**src/rtl/tctg_pkg.sv**
```systemverilog
// ----------------------------------------------------------------------------
// tctg_pkg
// Shared types and constants of the three-channel square tone generator.
// ----------------------------------------------------------------------------
package tctg_pkg;

	// Field widths
	localparam int ADDR_W      = 16;
	localparam int DATA_W      = 8;
	localparam int TICK_W      = 7;
	localparam int TONE_W      = 12;
	localparam int VOL_W       = 4;
	localparam int PHASE_W     = 5;
	localparam int CNT_W       = 14;
	localparam int SEL_W       = 4;
	localparam int NUM_OUT     = 3;
	localparam int IN_TDATA_W  = 32;
	localparam int OUT_TDATA_W = 16;

	// Defaults of the top-level parameters
	localparam int NUM_CHANNELS_DEF = 3;
	localparam int MAX_TICKS_DEF    = 64;

	// Command queue between front and back
	localparam int Q_AW = 1;

	// Bus decode
	localparam logic [ADDR_W-1:0] LATCH_MASK  = 16'hE000;
	localparam logic [ADDR_W-1:0] LATCH_MATCH = 16'hC000;

	// Register map
	localparam logic [SEL_W-1:0] SEL_PERIOD_FIRST = 4'd0;
	localparam logic [SEL_W-1:0] SEL_PERIOD_LAST  = 4'd5;
	localparam logic [SEL_W-1:0] SEL_ENABLE       = 4'd7;
	localparam logic [SEL_W-1:0] SEL_VOL_FIRST    = 4'd8;
	localparam logic [SEL_W-1:0] SEL_VOL_LAST     = 4'd10;

	localparam logic [TONE_W-1:0] PERIOD_RESET = 12'hFFF;
	localparam int                PHASE_ON_BIT = 4;

	typedef enum logic [1:0] {
		CMD_WRITE = 2'd0,
		CMD_LATCH = 2'd1,
		CMD_TICK  = 2'd2
	} cmd_kind_t;

	typedef struct packed {
		cmd_kind_t          kind;
		logic [DATA_W-1:0]  data;
		logic [TICK_W-1:0]  ticks;
	} cmd_t;

	typedef struct packed {
		logic               wr_lo;
		logic               wr_hi;
		logic               wr_vol;
		logic               wr_en;
		logic               en_val;
		logic [DATA_W-1:0]  data;
		logic               sub;
		logic [TICK_W-1:0]  ticks;
		logic               reload;
	} lane_ctl_t;

	typedef struct packed {
		logic               need_reload;
		logic [VOL_W-1:0]   level;
	} lane_sts_t;

endpackage

```
**src/rtl/tctg_front.sv**
```systemverilog
// ----------------------------------------------------------------------------
// tctg_front
// Accepts input beats, classifies them into latch, data write or tick
// commands, saturates the tick count and holds them in a short queue.
// ----------------------------------------------------------------------------
module tctg_front #(
	parameter int MAX_TICKS = tctg_pkg::MAX_TICKS_DEF
) (
	input  logic                            clk,
	input  logic                            arst_n,
	input  logic                            s_axis_tvalid,
	output logic                            s_axis_tready,
	input  logic [tctg_pkg::IN_TDATA_W-1:0] s_axis_tdata,
	input  logic                            s_axis_tuser,
	output logic                            q_valid,
	output tctg_pkg::cmd_t                  q_head,
	input  logic                            q_pop
);
	import tctg_pkg::*;

	localparam int Q_DEPTH = 1 << Q_AW;

	cmd_t              mem_q [Q_DEPTH];
	logic [Q_AW-1:0]   wr_ptr_q;
	logic [Q_AW-1:0]   rd_ptr_q;
	logic [Q_AW:0]     count_q;
	cmd_t              cmd_in;
	logic [ADDR_W-1:0] addr;
	logic [TICK_W-1:0] raw_ticks;
	logic              push;

	assign addr      = s_axis_tdata[ADDR_W-1:0];
	assign raw_ticks = s_axis_tdata[ADDR_W+DATA_W +: TICK_W];

	always_comb begin
		cmd_in       = '0;
		cmd_in.data  = s_axis_tdata[ADDR_W +: DATA_W];
		cmd_in.ticks = raw_ticks;
		if (int'(raw_ticks) > MAX_TICKS) begin
			cmd_in.ticks = TICK_W'(MAX_TICKS);
		end
		if (s_axis_tuser) begin
			cmd_in.kind = CMD_TICK;
		end else if ((addr & LATCH_MASK) == LATCH_MATCH) begin
			cmd_in.kind = CMD_LATCH;
		end else begin
			cmd_in.kind = CMD_WRITE;
		end
	end

	assign s_axis_tready = (count_q != (Q_AW+1)'(Q_DEPTH));
	assign push          = s_axis_tvalid && s_axis_tready;
	assign q_valid       = (count_q != '0);
	assign q_head        = mem_q[rd_ptr_q];

	always_ff @(posedge clk) begin
		if (push) begin
			mem_q[wr_ptr_q] <= cmd_in;
		end
	end

	always_ff @(posedge clk or negedge arst_n) begin
		if (!arst_n) begin
			wr_ptr_q <= '0;
			rd_ptr_q <= '0;
			count_q  <= '0;
		end else begin
			if (push) begin
				wr_ptr_q <= wr_ptr_q + Q_AW'(1);
			end
			if (q_pop) begin
				rd_ptr_q <= rd_ptr_q + Q_AW'(1);
			end
			if (push && !q_pop) begin
				count_q <= count_q + (Q_AW+1)'(1);
			end else if (!push && q_pop) begin
				count_q <= count_q - (Q_AW+1)'(1);
			end
		end
	end

endmodule

```
**src/rtl/tctg_chan.sv**
```systemverilog
// ----------------------------------------------------------------------------
// tctg_chan
// One tone channel: period, volume and enable registers, the signed
// down-counter and the duty phase. Performs at most one reload per cycle.
// ----------------------------------------------------------------------------
module tctg_chan (
	input  logic                 clk,
	input  logic                 arst_n,
	input  tctg_pkg::lane_ctl_t  ctl,
	output tctg_pkg::lane_sts_t  sts
);
	import tctg_pkg::*;

	logic [TONE_W-1:0]       period_q;
	logic [VOL_W-1:0]        volume_q;
	logic                    en_q;
	logic signed [CNT_W-1:0] cnt_q;
	logic [PHASE_W-1:0]      phase_q;
	logic [CNT_W-1:0]        reload_amt;
	logic                    need_reload;

	assign reload_amt  = CNT_W'(period_q) + CNT_W'(1);
	// counter at or below zero
	assign need_reload = en_q && (cnt_q[CNT_W-1] || (cnt_q == '0));

	always_ff @(posedge clk or negedge arst_n) begin
		if (!arst_n) begin
			period_q <= PERIOD_RESET;
			volume_q <= '0;
			en_q     <= 1'b0;
			cnt_q    <= CNT_W'(PERIOD_RESET);
			phase_q  <= '0;
		end else begin
			if (ctl.wr_lo) begin
				period_q[DATA_W-1:0] <= ctl.data;
			end
			if (ctl.wr_hi) begin
				period_q[TONE_W-1:DATA_W] <= ctl.data[TONE_W-DATA_W-1:0];
			end
			if (ctl.wr_vol) begin
				volume_q <= ctl.data[VOL_W-1:0];
			end
			if (ctl.wr_en) begin
				en_q <= ctl.en_val;
			end
			if (en_q && ctl.sub) begin
				cnt_q <= cnt_q - $signed(CNT_W'(ctl.ticks));
			end else if (ctl.reload && need_reload) begin
				cnt_q   <= cnt_q + $signed(reload_amt);
				phase_q <= phase_q + PHASE_W'(1);
			end
		end
	end

	assign sts.need_reload = need_reload;
	assign sts.level       = (en_q && phase_q[PHASE_ON_BIT]) ? volume_q : '0;

endmodule

```
**src/rtl/tctg_back.sv**
```systemverilog
// ----------------------------------------------------------------------------
// tctg_back
// Pops commands from the queue and carries them out: register select,
// register writes and tick processing over the channel lanes, then places
// the three levels in the output register.
// ----------------------------------------------------------------------------
module tctg_back #(
	parameter int NUM_CHANNELS = tctg_pkg::NUM_CHANNELS_DEF
) (
	input  logic                                              clk,
	input  logic                                              arst_n,
	input  logic                                              q_valid,
	input  tctg_pkg::cmd_t                                    q_head,
	output logic                                              q_pop,
	input  logic                                              out_ready,
	output logic                                              out_valid,
	output logic [tctg_pkg::NUM_OUT-1:0][tctg_pkg::VOL_W-1:0] out_level
);
	import tctg_pkg::*;

	typedef enum logic [2:0] {
		ST_IDLE = 3'b001,
		ST_EXEC = 3'b010,
		ST_RUN  = 3'b100
	} state_t;

	state_t                        state_q;
	cmd_t                          cmd_q;
	logic [SEL_W-1:0]              reg_select_q;
	logic                          out_valid_q;
	logic [NUM_OUT-1:0][VOL_W-1:0] out_level_q;

	lane_ctl_t                     lane_ctl [NUM_CHANNELS];
	lane_sts_t                     lane_sts [NUM_CHANNELS];
	logic [NUM_OUT-1:0][VOL_W-1:0] level_now;
	logic                          any_reload;
	logic                          out_free;
	logic                          exec_write;
	logic                          is_period;
	logic                          is_enable;
	logic                          is_volume;

	assign q_pop      = (state_q == ST_IDLE) && q_valid;
	assign out_free   = !out_valid_q || out_ready;
	assign exec_write = (state_q == ST_EXEC) && (cmd_q.kind == CMD_WRITE);

	always_comb begin
		is_period = 1'b0;
		is_enable = 1'b0;
		is_volume = 1'b0;
		case (reg_select_q) inside
			[SEL_PERIOD_FIRST:SEL_PERIOD_LAST]: is_period = 1'b1;
			SEL_ENABLE:                         is_enable = 1'b1;
			[SEL_VOL_FIRST:SEL_VOL_LAST]:       is_volume = 1'b1;
			default: ;
		endcase
	end

	always_comb begin
		any_reload = 1'b0;
		for (int i = 0; i < NUM_CHANNELS; i++) begin
			any_reload = any_reload | lane_sts[i].need_reload;
		end
	end

	for (genvar i = 0; i < NUM_CHANNELS; i++) begin : g_lane
		always_comb begin
			lane_ctl[i]        = '0;
			lane_ctl[i].data   = cmd_q.data;
			lane_ctl[i].ticks  = cmd_q.ticks;
			// enables are active low in the register
			lane_ctl[i].en_val = !cmd_q.data[i];
			lane_ctl[i].wr_lo  = exec_write && is_period &&
				(reg_select_q[SEL_W-1:1] == 3'(i)) && !reg_select_q[0];
			lane_ctl[i].wr_hi  = exec_write && is_period &&
				(reg_select_q[SEL_W-1:1] == 3'(i)) && reg_select_q[0];
			lane_ctl[i].wr_vol = exec_write && is_volume &&
				(reg_select_q[2:0] == 3'(i));
			lane_ctl[i].wr_en  = exec_write && is_enable;
			lane_ctl[i].sub    = (state_q == ST_EXEC) && (cmd_q.kind == CMD_TICK) &&
				(cmd_q.ticks != '0);
			lane_ctl[i].reload = (state_q == ST_RUN);
		end

		tctg_chan u_chan (
			.clk    (clk),
			.arst_n (arst_n),
			.ctl    (lane_ctl[i]),
			.sts    (lane_sts[i])
		);
	end

	for (genvar k = 0; k < NUM_OUT; k++) begin : g_level
		if (k < NUM_CHANNELS) begin : g_used
			assign level_now[k] = lane_sts[k].level;
		end else begin : g_unused
			assign level_now[k] = '0;
		end
	end

	always_ff @(posedge clk) begin
		if (q_pop) begin
			cmd_q <= q_head;
		end
		if ((state_q == ST_RUN) && !any_reload && out_free) begin
			out_level_q <= level_now;
		end
	end

	always_ff @(posedge clk or negedge arst_n) begin
		if (!arst_n) begin
			state_q      <= ST_IDLE;
			reg_select_q <= '0;
			out_valid_q  <= 1'b0;
		end else begin
			if ((state_q == ST_RUN) && !any_reload && out_free) begin
				out_valid_q <= 1'b1;
			end else if (out_valid_q && out_ready) begin
				out_valid_q <= 1'b0;
			end
			case (state_q)
				ST_IDLE: begin
					if (q_valid) begin
						state_q <= ST_EXEC;
					end
				end
				ST_EXEC: begin
					if (cmd_q.kind == CMD_LATCH) begin
						reg_select_q <= cmd_q.data[SEL_W-1:0];
					end
					state_q <= ST_RUN;
				end
				ST_RUN: begin
					// reload lanes until no enabled counter is at or below zero, then publish
					if (!any_reload && out_free) begin
						state_q <= ST_IDLE;
					end
				end
				default: begin
					state_q <= ST_IDLE;
				end
			endcase
		end
	end

	assign out_valid = out_valid_q;
	assign out_level = out_level_q;

endmodule

```
**src/rtl/three_channel_square_tone_generator_unit.sv**
```systemverilog
// ----------------------------------------------------------------------------
// three_channel_square_tone_generator_unit
// Three-channel square tone generator behind an address latch and data port.
// ----------------------------------------------------------------------------
// Input stream (s_axis): one beat is either a bus write (tuser = 0) or a
// tick of elapsed clocks (tuser = 1). A write to 0xC000-0xDFFF latches the
// register select, any other address writes the selected register.
// Output stream (m_axis): one beat per input beat with the three channel
// levels after that item, in input order.
// An input beat passes the command queue, the command register and the
// execute and run states before its levels reach the output register;
// in the run state each cycle performs one reload in every channel that
// needs it, up to the tick count per channel with period zero. A new item
// starts only after the last is published; the reload loop sets the pace.
// A two-entry command queue sits between the decoder and the execution
// unit, so input beats are still taken while a result waits at the output.
// When the receiver stalls, the result holds in the output register and
// the queue fills; s_axis_tready drops once it is full.
// Reset: periods and counters to 0xFFF, volumes, phases, enables and the
// register select to zero; queue and output emptied.
// ----------------------------------------------------------------------------
module three_channel_square_tone_generator_unit #(
	parameter int NUM_CHANNELS = tctg_pkg::NUM_CHANNELS_DEF,
	parameter int MAX_TICKS    = tctg_pkg::MAX_TICKS_DEF
) (
	input  logic                             clk,
	input  logic                             arst_n,
	input  logic                             s_axis_tvalid,
	output logic                             s_axis_tready,
	// bus_addr[15:0], bus_data[23:16], tick_count[30:24], zero[31]
	input  logic [tctg_pkg::IN_TDATA_W-1:0]  s_axis_tdata,
	// func[0]
	input  logic                             s_axis_tuser,
	output logic                             m_axis_tvalid,
	input  logic                             m_axis_tready,
	// level_a[3:0], level_b[7:4], level_c[11:8], zero[15:12]
	output logic [tctg_pkg::OUT_TDATA_W-1:0] m_axis_tdata
);
	import tctg_pkg::*;

	logic                          q_valid;
	cmd_t                          q_head;
	logic                          q_pop;
	logic [NUM_OUT-1:0][VOL_W-1:0] out_level;

	tctg_front #(
		.MAX_TICKS (MAX_TICKS)
	) u_front (
		.clk           (clk),
		.arst_n        (arst_n),
		.s_axis_tvalid (s_axis_tvalid),
		.s_axis_tready (s_axis_tready),
		.s_axis_tdata  (s_axis_tdata),
		.s_axis_tuser  (s_axis_tuser),
		.q_valid       (q_valid),
		.q_head        (q_head),
		.q_pop         (q_pop)
	);

	tctg_back #(
		.NUM_CHANNELS (NUM_CHANNELS)
	) u_back (
		.clk       (clk),
		.arst_n    (arst_n),
		.q_valid   (q_valid),
		.q_head    (q_head),
		.q_pop     (q_pop),
		.out_ready (m_axis_tready),
		.out_valid (m_axis_tvalid),
		.out_level (out_level)
	);

	assign m_axis_tdata = {(OUT_TDATA_W - NUM_OUT*VOL_W)'(0), out_level};

endmodule

```
**config.mk**
```make
export PLATFORM = sky130hd
export DESIGN_NAME = three_channel_square_tone_generator_unit
export DESIGN_NICKNAME = d
export VERILOG_FILES = /design/src/rtl/tctg_pkg.sv /design/src/rtl/tctg_front.sv /design/src/rtl/tctg_chan.sv /design/src/rtl/tctg_back.sv /design/src/rtl/three_channel_square_tone_generator_unit.sv
export SDC_FILE = /design/constraint.sdc
export NUM_CORES = 1
export LEC_CHECK = 0
export BUFFER_PORTS_ARGS = -buffer_cell sky130_fd_sc_hd__clkbuf_2
export CORE_UTILIZATION = 48
export DETAILED_ROUTE_END_ITERATION = 10
export SETUP_SLACK_MARGIN = 0.02
export SLEW_MARGIN = 20
export SYNTH_ARGS = -nofsm -noshare
export SYNTH_HDL_FRONTEND = slang
export SYNTH_HIERARCHICAL = 1
export SYNTH_SLANG_ARGS = --single-unit
```
**constraint.sdc**
```tcl
create_clock -name clk -period 4.9 [get_ports clk]
set_clock_uncertainty 0.15 [all_clocks]
set_input_delay 0.49 -clock clk [delete_from_list [all_inputs] [get_ports clk]]
set_output_delay 0.49 -clock clk [all_outputs]
set_load 0.005 [all_outputs]
```
==> metrics.md <==
| Metric | Value |
|---|---|
| Final Instance Area | approximately 12000 um^2 |
| Slew headroom | around 29% |
| Worst-case hold slack | just over 0.01 ns |
| Critical Path AT | about 4.7 ns |
| Largest net degree at the start of global routing | between 60 and 70 |
| Register area | 4990 um^2 |
| Yosys top cell area share | between 10% and 20% |
| Initial antenna violation count | 0 |
| Placed insts | about 1400 |
| Die H | approximately 160 um |
| Post-Syn Instances | 1084 |
| Post-DP HPWL | about 17000 um |
| Residual DRC count | 0 |
| Setup crit end | u_back/g_lane[1].u_chan/cnt_q[13] |
| Min-Delay Path Class | input pin to async pin |
| Grt ovf | 0 |
| Reg2Reg Capture Point | u_back/g_lane[1].u_chan/cnt_q[13] |
| WL/cell | 16.2 um |
| Count of input and output buffers | 36 |
| Register area share after synthesis | between 40 and 50% |
| Hold Fails Final Rpt | 0 |
| Detailed-route via count | between 7000 and 8000 |
| Antenna Diode Count | 0 |
| Worst R2R Setup Slack | between 0.3 and 0.4 ns |
| RSZ-0062 raised after global routing | false |
| Placer Congestion | 0.853 |
| Layout Utilization | a little over half |
| Leak Pwr | roughly 5.3 nW |
| Critical Path RT | 5.09 ns |
| Multi-input gate area | between 5000 and 6000 um^2 |
| Max Fclk | around 220 MHz |
| Setup Fix Bufs, Post-CTS | 0 |
| Initial Utilization | between 40 and 50% |
| # fillers | 2030 |
| Setup CP Type | register to register |
| Fin. max-slew vios | 0 |
| Routed WL | roughly 23000 um |
| 1st-pass router iterations | 5 |
| Num Clock Sinks | 183 |
| Die area | 24300 um^2 |
| Skew-Pair Late Insertion Delay | between 0.4 and 0.5 ns |
| Core Area | between 20000 and 25000 um^2 |
| Worst Setup End Kind | register |
| Clock root buffer | clkbuf_16 |
| H-tree levels | 4 |
| Top Ports | 55 |
| Max cap viols | 0 |
| Tmin final | 4.52 ns |
| CP startpoint | u_back/g_lane[1].u_chan/period_q[1] |
| Tcrit/Tclk final | 92.3% |
| DRT iter0 DRCs | approximately 400 |
| Row count | 55 |
| Post-layout net count | between 1000 and 1500 |
| Final Setup Violations | 0 |
| Mean Syn Cell Area | roughly 10 um^2 |
| Post-route ant nets | 0 |
| Post-DP Area | around 12000 um^2 |
| Yosys reg bits | 183 |
| Mapped Area | between 10000 and 15000 um^2 |
| Layout cells sized above 1 | approximately 25% |
| Status | complete, no violations |
| Clock transition at path regs | 0.08 ns |
| Top post-synthesis cells by count | nand2_1, dfstp_2, nor2_1 |
| CP Launch Type | register |
| Top cells by area, synth | dfstp_2, edfxtp_1, dfrtp_1, mux2_2, ha_1 |
| Gr usage total | 20.5% |
| Avg Vias per Cell | between 5 and 6 |
| Setup TNS | 0 ns |
| First-pass GRT wire length | ~39000 um |
| Worst vdd ir | approximately 0.00029 V |
| Slew @ Worst Pin | about 1.1 ns |
| Most frequent cell after synthesis | nand2_1 |
| CTS tree | yes |
| Vias in the first global route | roughly 7600 |
| Ys async rst share | 65.6% |
| Critical R2R Launch | u_back/g_lane[1].u_chan/period_q[1] |
| Ys flop type | dfstp_2 |
| Final non-filler cell total | 1435 |
| EDFF count, synth | 63 |
| Crit path max fanout | 9 |
| Post-synth top area cell | dfstp_2 |
| Die W | between 150 and 200 um |
| Worst R2R Path Depth | 17 |
| Num CTS Buffers | 17 |
| PwrDens | between 500 and 600 nW/um^2 |
| Count of different cell masters after synthesis | 91 |
| Area added between synthesis and finish | 9.56% |
| CTS Buffer Depth | 2 |
| Yosys warning count | 6 |
## worst max-delay path: stages (launching register included)
cell      delay [ns]
dfstp_2         0.63
ha_2            0.28
and3_1          0.25
nor4bb_1        0.29
nor3_1          0.12
or4_1           0.58
o22ai_1         0.17
o21ai_0         0.11
xor2_1          0.17
nand2_1         0.12
ha_1            0.30
a21o_1          0.17
a21o_1          0.17
a21oi_1         0.15
o31a_1          0.27
xor2_1          0.19
nor2_1          0.07
nor4_2          0.25
## kinds of logic (layout without fill, tap and decap cells)
group                      after synthesis  count (layout)  share of synthesized area (%)
and+or+nand+nor                        374             374                           17.4
AOI/OAI and AO/OA                      199             199                           11.4
DFF                                    183             183                           43.9
xor gates and xnor gates               105             105                           8.16
muxes                                   87              87                           8.80
buffers and inverters                   80             115                           4.03
adders and majority gates               55              55                           6.26
other                                    1               4                         0.0330
## through the flow
step / setup slack, ns / total power, W
after CTS: 0.235 / 0.00647
after global placement: 0.0951 / 0.00490
final: 0.376 / 0.00642
after floorplan: 0.489 / 0.00434
after detailed placement: -0.00517 / 0.00495
after global routing: 0.0350 / 0.00687
## worst min-delay path by stage
stage                                             from                                  to  slack (ns)  cells past startpoint
global placement    u_back/g_lane[0].u_chan/phase_q[2]  u_back/g_lane[0].u_chan/phase_q[2]        0.30                      1
finish                                          arst_n   u_back/g_lane[1].u_chan/cnt_q[12]        0.01                      1
CTS                                             arst_n  u_back/g_lane[2].u_chan/phase_q[2]        0.03                      1
global route                          s_axis_tdata[23]                u_front/mem_q[0][14]        0.06                      1
floorplan                                       arst_n   u_back/g_lane[0].u_chan/cnt_q[12]        0.04                      0
detailed placement  u_back/g_lane[0].u_chan/phase_q[2]  u_back/g_lane[0].u_chan/phase_q[2]        0.31                      1
## final cells by class
| cell class | count | area share [%] |
|---|---|---|
| flip-flops and latches | 183 | 40.1 |
| clock buffers | 17 | 3.42 |
| inverters | 25 | 0.754 |
| clock inverters | 15 | 1.79 |
| multi-input cells | 824 | 47.9 |
| well taps | 313 | 3.15 |
| repair buffers | 58 | 2.90 |
## registers in the layout (all words and copies together) (netlist names)
name / cells
u_back/g_lane.u_chan/period_q: 36
u_back/g_lane.u_chan/volume_q: 12
u_front/count_q: 2
u_back/out_level: 12
u_front/mem_q: 34
u_front/wr_ptr_q: 1
u_back/g_lane.u_chan/en_q: 3
u_back/state_q: 3
u_front/rd_ptr_q: 1
u_back/reg_select_q: 4
u_back/g_lane.u_chan/phase_q: 15
u_back/cmd_q: 17
u_back/g_lane.u_chan/cnt_q: 42
u_back/out_valid: 1
## routing by layer
layer	up-vias	part of all wire [%]	global-route usage, %
met4	0	1.0	4.95
met1	3675	49	27.8
met5	-	0	0
met3	13	1.8	3.17
li1	3978	-	-
met2	72	48	34.5
## layout by cell type, fill, tap and decap left out, types with 5 or more instances in the layout
cell type / synthesis / layout
or3_1: 8 / 8
edfxtp_1: 63 / 63
mux2_4: 9 / 9
ha_1: 52 / 50
and3_1: 25 / 25
clkbuf_16: 0 / 17
nand3_1: 22 / 22
nor4_1: 17 / 16
and4_1: 5 / 5
nand2b_1: 12 / 12
nand2_1: 108 / 108
a41oi_1: 5 / 5
nand4_1: 12 / 12
dfstp_2: 73 / 73
a31oi_1: 10 / 10
nor2b_1: 14 / 14
xnor2_1: 64 / 64
inv_1: 25 / 25
xor2_1: 40 / 40
inv_12: 0 / 8
a21o_1: 14 / 14
nor2_1: 68 / 68
a21oi_1: 52 / 51
dfrtp_1: 47 / 47
buf_4: 8 / 22
nor3_1: 30 / 30
and2_1: 12 / 12
o21ai_0: 61 / 61
clkbuf_2: 1 / 35
mux2i_1: 11 / 11
mux2_2: 67 / 67
## repair_timing
action	CTS	global route
resized for setup	1	6
setup endpoints to repair	4	4
hold buffers	0	0
## power breakdown
part	internal, W	switching [W]
clock	0.000733	0.000760
combinational	0.00111	0.00116
sequential	0.00210	0.000558
total	0.00394	0.00248
Note: power is estimated with default switching activity, not from simulation.
